**src/sv/art_pkg.sv**
```systemverilog
`timescale 1ns / 1ps
// ----------------------------------------------------------------------------
// art_pkg: shared definitions for the address range translator
// Command and status codes, table entry layout, sequencer states and the
// default table depth.
// ----------------------------------------------------------------------------
package art_pkg;

  // default number of table entries
  localparam int DEFAULT_ENTRIES = 16;

  // command codes
  localparam logic [1:0] CMD_TRANSLATE = 2'd0;
  localparam logic [1:0] CMD_ADD       = 2'd1;
  localparam logic [1:0] CMD_ERASE     = 2'd2;

  // status codes
  localparam logic [2:0] ST_OK        = 3'd0;
  localparam logic [2:0] ST_UNMAPPED  = 3'd1;
  localparam logic [2:0] ST_COLLISION = 3'd2;
  localparam logic [2:0] ST_NOT_FOUND = 3'd3;
  localparam logic [2:0] ST_FULL      = 3'd4;

  // one table entry: [range_start, range_end) maps to host_start
  typedef struct packed {
    logic [63:0] host_start;
    logic [32:0] range_end;
    logic [31:0] range_start;
  } entry_t;

  // command sequencer states
  typedef enum logic [1:0] {
    ST_IDLE,
    ST_SCAN,
    ST_DONE
  } state_t;

endpackage

```
**src/sv/art_table.sv**
```systemverilog
`timescale 1ns / 1ps
// ----------------------------------------------------------------------------
// art_table: range table storage
// Single-port-write, single-port-read synchronous memory holding one range
// entry per slot, with a registered read.
// ----------------------------------------------------------------------------
module art_table #(
  parameter int ENTRIES = art_pkg::DEFAULT_ENTRIES,
  parameter int IDX_W   = (ENTRIES > 1) ? $clog2(ENTRIES) : 1
) (
  input  logic                  clk,
  input  logic                  wr_en,
  input  logic [IDX_W-1:0]      wr_idx,
  input  art_pkg::entry_t       wr_data,
  input  logic                  rd_en,
  input  logic [IDX_W-1:0]      rd_idx,
  output art_pkg::entry_t       rd_data
);

  art_pkg::entry_t mem [ENTRIES];
  art_pkg::entry_t rd_data_r;

  // write port
  always_ff @(posedge clk) begin
    if (wr_en) begin
      mem[wr_idx] <= wr_data;
    end
  end

  // registered read port
  always_ff @(posedge clk) begin
    if (rd_en) begin
      rd_data_r <= mem[rd_idx];
    end
  end

  assign rd_data = rd_data_r;

endmodule

```
**src/sv/address_range_translator.sv**
```systemverilog
`timescale 1ns / 1ps
// ----------------------------------------------------------------------------
// address_range_translator: guest to host address range translation table
// Holds up to ENTRIES guest ranges, each mapped to a 64-bit host base, and
// serves translate, add range and erase range commands.
// ----------------------------------------------------------------------------
// A command is taken when start is high and busy is low. Every command then
// keeps busy high through the scan and the result state: the table memory
// has one read port and is scanned one entry per cycle, followed by the
// registered read and the state in which the result is shown and any
// table update is written back. The single result beat is
// on out_status and out_result_addr for exactly one cycle, marked by
// out_valid, and cannot be held off, so the receiver must take it then.
// Valid bits are cleared by reset; every entry is read in each scan, but an entry counts only once written.
module address_range_translator #(
  parameter int ENTRIES = art_pkg::DEFAULT_ENTRIES
) (
  input  logic        clk,
  input  logic        rst_n,
  input  logic        start,
  output logic        busy,
  input  logic [1:0]  in_cmd,
  input  logic [31:0] in_guest_addr,
  input  logic [31:0] in_range_length,
  input  logic [63:0] in_host_base,
  output logic        out_valid,
  output logic [2:0]  out_status,
  output logic [63:0] out_result_addr
);

  localparam int IdxW = (ENTRIES > 1) ? $clog2(ENTRIES) : 1;
  localparam int CntW = $clog2(ENTRIES + 1);
  localparam logic [CntW-1:0] LastCnt = CntW'(ENTRIES);

  // sequencer
  art_pkg::state_t state_r, state_nxt;
  logic            accept;
  logic            rd_en;

  // command beat held for the whole scan
  logic [1:0]  cmd_r;
  logic [31:0] addr_r;
  logic [32:0] end_r;
  logic [63:0] host_r;

  // scan position and read pipeline
  logic [CntW-1:0] cnt_r, cnt_nxt;
  logic            chk_vld_r, chk_vld_nxt;
  logic [IdxW-1:0] chk_idx_r;

  // scan results
  logic            hit_found_r, hit_found_nxt;
  logic [31:0]     hit_off_r, hit_off_nxt;
  logic [63:0]     hit_host_r, hit_host_nxt;
  logic            clash_r, clash_nxt;
  logic            exact_found_r, exact_found_nxt;
  logic [IdxW-1:0] exact_idx_r, exact_idx_nxt;
  logic            free_found_r, free_found_nxt;
  logic [IdxW-1:0] free_idx_r, free_idx_nxt;

  // valid bits
  logic [ENTRIES-1:0] valid_r, valid_nxt;

  // table memory ports
  logic             wr_en;
  logic [IdxW-1:0]  wr_idx;
  art_pkg::entry_t  wr_data;
  art_pkg::entry_t  rd_data;

  // per-entry compare
  logic ent_valid;
  logic ent_free;
  logic ent_hit;
  logic ent_clash;
  logic ent_exact;

  // final decision
  logic [2:0]  res_status;
  logic [63:0] res_addr;
  logic        set_valid;
  logic        clr_valid;
  logic [IdxW-1:0] upd_idx;

  art_table #(
    .ENTRIES (ENTRIES),
    .IDX_W   (IdxW)
  ) u_table (
    .clk     (clk),
    .wr_en   (wr_en),
    .wr_idx  (wr_idx),
    .wr_data (wr_data),
    .rd_en   (rd_en),
    .rd_idx  (cnt_r[IdxW-1:0]),
    .rd_data (rd_data)
  );

  // next state
  always_comb begin
    state_nxt = state_r;
    unique case (state_r)
      art_pkg::ST_IDLE: begin
        if (start) begin
          state_nxt = art_pkg::ST_SCAN;
        end
      end
      art_pkg::ST_SCAN: begin
        if (cnt_r == LastCnt) begin
          state_nxt = art_pkg::ST_DONE;
        end
      end
      art_pkg::ST_DONE: begin
        state_nxt = art_pkg::ST_IDLE;
      end
      default: begin
        state_nxt = art_pkg::ST_IDLE;
      end
    endcase
  end

  // sequencer outputs
  always_comb begin
    busy      = 1'b1;
    accept    = 1'b0;
    rd_en     = 1'b0;
    out_valid = 1'b0;
    unique case (state_r)
      art_pkg::ST_IDLE: begin
        busy   = 1'b0;
        accept = start;
      end
      art_pkg::ST_SCAN: begin
        rd_en = (cnt_r != LastCnt);
      end
      art_pkg::ST_DONE: begin
        out_valid = 1'b1;
      end
      default: begin
        busy = 1'b1;
      end
    endcase
  end

  // compare the entry read in the previous cycle with the command
  always_comb begin
    ent_valid = chk_vld_r && valid_r[chk_idx_r];
    ent_free  = chk_vld_r && !valid_r[chk_idx_r];
    ent_hit   = ent_valid && (rd_data.range_start <= addr_r)
                && ({1'b0, addr_r} < rd_data.range_end);
    ent_clash = ent_valid && ({1'b0, addr_r} < rd_data.range_end)
                && ({1'b0, rd_data.range_start} < end_r);
    ent_exact = ent_valid && (rd_data.range_start == addr_r)
                && (rd_data.range_end == end_r);
  end

  // scan bookkeeping, first match of each kind wins
  always_comb begin
    cnt_nxt         = cnt_r;
    chk_vld_nxt     = 1'b0;
    hit_found_nxt   = hit_found_r;
    hit_off_nxt     = hit_off_r;
    hit_host_nxt    = hit_host_r;
    clash_nxt       = clash_r;
    exact_found_nxt = exact_found_r;
    exact_idx_nxt   = exact_idx_r;
    free_found_nxt  = free_found_r;
    free_idx_nxt    = free_idx_r;
    if (accept) begin
      cnt_nxt         = '0;
      hit_found_nxt   = 1'b0;
      clash_nxt       = 1'b0;
      exact_found_nxt = 1'b0;
      free_found_nxt  = 1'b0;
    end else if (state_r == art_pkg::ST_SCAN) begin
      if (rd_en) begin
        cnt_nxt     = cnt_r + 1'b1;
        chk_vld_nxt = 1'b1;
      end
      if (ent_hit && !hit_found_r) begin
        hit_found_nxt = 1'b1;
        hit_off_nxt   = addr_r - rd_data.range_start;
        hit_host_nxt  = rd_data.host_start;
      end
      if (ent_clash) begin
        clash_nxt = 1'b1;
      end
      if (ent_exact && !exact_found_r) begin
        exact_found_nxt = 1'b1;
        exact_idx_nxt   = chk_idx_r;
      end
      if (ent_free && !free_found_r) begin
        free_found_nxt = 1'b1;
        free_idx_nxt   = chk_idx_r;
      end
    end
  end

  // result and table update for the finished command
  always_comb begin
    res_status = art_pkg::ST_OK;
    res_addr   = '0;
    set_valid  = 1'b0;
    clr_valid  = 1'b0;
    upd_idx    = exact_found_r ? exact_idx_r : free_idx_r;
    unique case (cmd_r)
      art_pkg::CMD_TRANSLATE: begin
        if (hit_found_r) begin
          res_addr = hit_host_r + {32'd0, hit_off_r};
        end else begin
          res_status = art_pkg::ST_UNMAPPED;
        end
      end
      art_pkg::CMD_ADD: begin
        if (clash_r) begin
          res_status = art_pkg::ST_COLLISION;
        end else if (exact_found_r || free_found_r) begin
          set_valid = 1'b1;
          res_addr  = {32'd0, addr_r};
        end else begin
          res_status = art_pkg::ST_FULL;
        end
      end
      art_pkg::CMD_ERASE: begin
        if (exact_found_r) begin
          clr_valid = 1'b1;
        end else begin
          res_status = art_pkg::ST_NOT_FOUND;
        end
      end
      default: begin
        res_status = art_pkg::ST_OK;
      end
    endcase
  end

  // write-back happens only in the result cycle, never during a scan
  assign wr_en   = out_valid && set_valid;
  assign wr_idx  = upd_idx;
  assign wr_data = '{host_start: host_r, range_end: end_r, range_start: addr_r};

  // valid bit update
  always_comb begin
    valid_nxt = valid_r;
    if (out_valid && set_valid) begin
      valid_nxt[upd_idx] = 1'b1;
    end
    if (out_valid && clr_valid) begin
      valid_nxt[upd_idx] = 1'b0;
    end
  end

  assign out_status      = res_status;
  assign out_result_addr = res_addr;

  // control registers
  always_ff @(posedge clk) begin
    if (!rst_n) begin
      state_r   <= art_pkg::ST_IDLE;
      valid_r   <= '0;
      chk_vld_r <= 1'b0;
      cnt_r     <= '0;
    end else begin
      state_r   <= state_nxt;
      valid_r   <= valid_nxt;
      chk_vld_r <= chk_vld_nxt;
      cnt_r     <= cnt_nxt;
    end
  end

  // command beat and scan results
  always_ff @(posedge clk) begin
    if (accept) begin
      cmd_r  <= in_cmd;
      addr_r <= in_guest_addr;
      end_r  <= {1'b0, in_guest_addr} + {1'b0, in_range_length};
      host_r <= in_host_base;
    end
    chk_idx_r     <= cnt_r[IdxW-1:0];
    hit_found_r   <= hit_found_nxt;
    hit_off_r     <= hit_off_nxt;
    hit_host_r    <= hit_host_nxt;
    clash_r       <= clash_nxt;
    exact_found_r <= exact_found_nxt;
    exact_idx_r   <= exact_idx_nxt;
    free_found_r  <= free_found_nxt;
    free_idx_r    <= free_idx_nxt;
  end

endmodule
```
**config.mk**
```make
export PLATFORM = sky130hd
export DESIGN_NAME = address_range_translator
export DESIGN_NICKNAME = d
export VERILOG_FILES = /design/src/sv/art_pkg.sv /design/src/sv/art_table.sv /design/src/sv/address_range_translator.sv
export SDC_FILE = /design/constraint.sdc
export NUM_CORES = 2
export LEC_CHECK = 0
export ABC_AREA = 1
export BUFFER_PORTS_ARGS = -buffer_cell sky130_fd_sc_hd__buf_2
export CAP_MARGIN = 20
export CORE_ASPECT_RATIO = 2
export CORE_MARGIN = 2
export CORE_UTILIZATION = 30
export CTS_BUF_LIST = sky130_fd_sc_hd__clkbuf_4
export DETAILED_ROUTE_END_ITERATION = 8
export PLACE_DENSITY = 0.55
export SETUP_SLACK_MARGIN = 0.5
export SLEW_MARGIN = 10
export SYNTH_ARGS = -nofsm -noshare
export SYNTH_HDL_FRONTEND = slang
export SYNTH_SLANG_ARGS = --single-unit
```
**constraint.sdc**
```tcl
create_clock -name clk -period 7.4 [get_ports clk]
set_input_delay 0.74 -clock clk [delete_from_list [all_inputs] [get_ports clk]]
set_output_delay 0.74 -clock clk [all_outputs]
set_load 0.03 [all_outputs]
```
==> reports/qor.csv <==
metric,value,unit
status,finished clean,
ir_drop,0.143,mV
cts_setup_buffers,0,
final_cell_area,116000,µm²
start_util,0.301,
min_to,end_r[26],
routed_wl,351,mm
slew_headroom,0.127,
fmax,193,MHz
clock_insertion_delay_worst_skew,1.41,ns
syn_area_per_cell,12.3,µm²
report.final.slew_viol_count,0,
hold_path_class,in -> reg,
coreArea,337000,µm²
drv_cap,0,
synth_seq_area_share,0.725,
floorplan.die.width,415,µm
die_y,826,µm
grt_antenna_before_repair,33,
ys.flop_type,edfxtp_1,
synth_enable_flop_cells,2428,
period_needed,5.18,ns
p_leak,39.7,nW
syn2layout_area_growth,14.5,%
routabilityCongestion,0.970,
dpl.cell_count,12576,
cts_sinks,2460,
worst_ep_required_time,6.66,ns
track_usage,0.198,
rr_endpoint,hit_host_r[7],
ant_nets,0,
fin_setup_tns,0,ns
hold_violations,0,
synth-async-reset-ratio,0,
clkPwrFrac,0.373,
rr_worst_depth,10,
post_drt_wl_per_cell,25.7,µm
grt_pass1_vias,71027,
swShare,0.247,
final_nets,9165,
cp-end-kind,primary output,
dr.first_iter.drc_count,5876,
grt_pass1_wl,496,mm
synthCells,8269,
power_density,244,nW/µm²
vias,71124,
grt_overflow,0,
root_buffer,clkbuf_4,
crit_fanout,5,
first_pass_iters,7,
dpl_cell_area,108000,µm²
htree_levels,6,
hp-start,in_range_length[26],
synth_area,101000,µm²
fin_skew,0.169,ns
critPathKind,reg -> out,
clk_pin_slew,0.11,ns
finalCritPeriodShare,0.700,
yosysWarnings,0,
cts_resized,0,
synth_cell_types,44,
p_seq_frac,0.562,
drive_gt1_frac,0.130,
final_cells,13670,
cp.arrival,4.44,ns
dieArea,343000,µm²
cts_tree,built,
hpwlAfterDp,214,mm
final_core_utilization,0.344,
p_int,0.0213,W
port-buffer-count,201,
r2r-start,addr_r[30],
fillers,33185,
setup_viol,0,
grt_max_degree,222,
cp-start-kind,flip-flop,
syn-num-nets,8565,
p_switching,0.00701,W
cts_buffer_depth,4,
cts_hold_buf,163,
vias_per_cell,5.20,
cts_made_buffers,535,
rows,302,
power_frac_comb,0.066,
holdWs,0.129,ns
hold-path-cell-count,4,
tightest_slew,1.30,ns
rsz0062_at_grt,false,
drc,0,
pin_count,202,
r2r_setup_slack,3.22,ns
ys_ff_latch,2460,
## worst max-delay path: stages, from the launching register on
cell and delay, ns:
edfxtp_1 0.39, ha_1 0.48, nand2_1 0.18, o21ai_0 0.42, a21oi_1 0.19, o21ai_0 0.39, nand2_1 0.10, nand3_1 0.09
nand2_1 0.05, nor2_1 0.53, buf_2 0.31
## kinds of logic (layout without fill, tap and decap cells)
| family | Yosys count | in the layout | synth area share |
|---|---|---|---|
| AND/OR/NAND/NOR | 2858 | 2858 | 0.114 |
| flip-flops | 2460 | 2460 | 0.725 |
| AO/OA/AOI/OAI | 1920 | 1920 | 0.103 |
| buffers and inverters | 800 | 1749 | 0.0313 |
| adder cells (fa/ha/maj) | 163 | 163 | 0.0203 |
| XOR/XNOR | 68 | 68 | 0.00587 |
| other | 0 | 44 | 0 |
## power by group through the flow
| stage | clock network (W) | logic (W) | registers (W) |
|---|---|---|---|
| 2_1_floorplan | 0 | 0.00110 | 0.0160 |
| 3_3_place_gp | 0 | 0.00176 | 0.0162 |
| 3_5_place_dp | 0 | 0.00177 | 0.0162 |
| 4_1_cts | 0.0108 | 0.00186 | 0.0159 |
| 5_1_grt | 0.0114 | 0.00202 | 0.0160 |
| 6_report | 0.0106 | 0.00186 | 0.0159 |
## layout make-up
type	instances	area (µm²)	share of cell area
diodes	44	110	0.000949
clock buffers	737	5530	0.0477
clock inverters	149	1110	0.00958
inverters	386	1480	0.0128
multi-input cells	5009	24800	0.214
flip-flops and latches	2460	73600	0.634
well taps	4408	5520	0.0475
repair buffers	477	3950	0.0340
## how the worst max path moves through the flow
stage	startpoint	end	cells past startpoint
2_1_floorplan	cmd_r[1]	u_table.mem[10][0]	8
3_3_place_gp	addr_r[28]	hit_off_r[7]	13
3_5_place_dp	addr_r[30]	hit_off_r[16]	10
4_1_cts	hit_off_r[21]	out_result_addr[24]	10
5_1_grt	hit_off_r[21]	out_result_addr[24]	10
6_report	hit_off_r[20]	out_result_addr[49]	10
## cells in the final DEF (no fill, tap or decap), types with 96 or more instances in the layout
master         Yosys  final
o22ai_1          539    539
a21oi_1          166    166
nand3_1           96     96
o21ai_0         1134   1134
nand4_1          169    169
dlygate4sd3_1      0    163
nand2_1         1123   1123
clkbuf_4           0    738
nor2_1          1346   1341
inv_1            370    366
ha_1             160    160
edfxtp_1        2428   2428
buf_2             85    201
## cells in the mapped netlist, types with 2 or more instances
library cell | instances | share of area
or2_2 | 9 | 0.00056
nand3_1 | 96 | 0.0047
and2_1 | 2 | 0.00012
nor3_1 | 48 | 0.0024
xor2_1 | 50 | 0.0043
o21bai_1 | 16 | 0.0012
o21ai_1 | 13 | 0.00064
fa_1 | 3 | 0.00059
o22ai_1 | 539 | 0.033
nand3b_1 | 8 | 0.00059
o21ai_2 | 11 | 0.00095
o21a_1 | 5 | 0.00037
buf_6 | 2 | 0.00022
nor3_2 | 3 | 0.00030
nand2_2 | 7 | 0.00043
o21ai_0 | 1134 | 0.056
nand4_1 | 169 | 0.010
a31oi_1 | 6 | 0.00037
nor4_1 | 12 | 0.00074
a21boi_1 | 3 | 0.00022
a21oi_1 | 166 | 0.0082
ha_1 | 160 | 0.020
nand2_1 | 1123 | 0.042
clkbuf_1 | 306 | 0.011
inv_1 | 370 | 0.014
buf_4 | 12 | 0.00089
buf_1 | 9 | 0.00033
a21boi_0 | 7 | 0.00052
or2_1 | 4 | 0.00025
inv_2 | 15 | 0.00056
dfxtp_1 | 32 | 0.0063
nor2_2 | 27 | 0.0017
buf_2 | 85 | 0.0042
edfxtp_1 | 2428 | 0.72
o211ai_1 | 4 | 0.00030
nand3_2 | 2 | 0.00020
a21o_1 | 14 | 0.0010
xnor2_1 | 18 | 0.0016
nor2_1 | 1346 | 0.050
## layer usage
layer,global-route usage,wire length [µm],vias to the layer above,share of wire
met2,0.348,176000,3056,0.50
met1,0.226,131000,35723,0.37
met4,0.130,24500,4,0.070
li1,-,-,31484,-
met5,0,26,-,0.000074
met3,0.0248,19300,857,0.055
## state kept, by name, summed over array words and instances, names as in the netlist
signal	flops
free_found_r	1
addr_r	32
end_r	33
chk_idx_r	4
exact_found_r	1
u_table.rd_data	129
valid_r	16
state_r	2
u_table.mem	2064
cnt_r	5
hit_off_r	32
free_idx_r	4
host_r	64
clash_r	1
exact_idx_r	4
cmd_r	2
hit_found_r	1
hit_host_r	64
chk_vld_r	1
## through the flow
stage / setup WS (ns) / total power (W)
final: 2.22 / 0.0284
after global routing: 2.00 / 0.0294
after detailed placement: 3.16 / 0.0180
after floorplan: 2.45 / 0.0171
after global placement: 3.15 / 0.0180
after CTS: 1.99 / 0.0286
No activity file was read; power rests on OpenSTA's default activity.
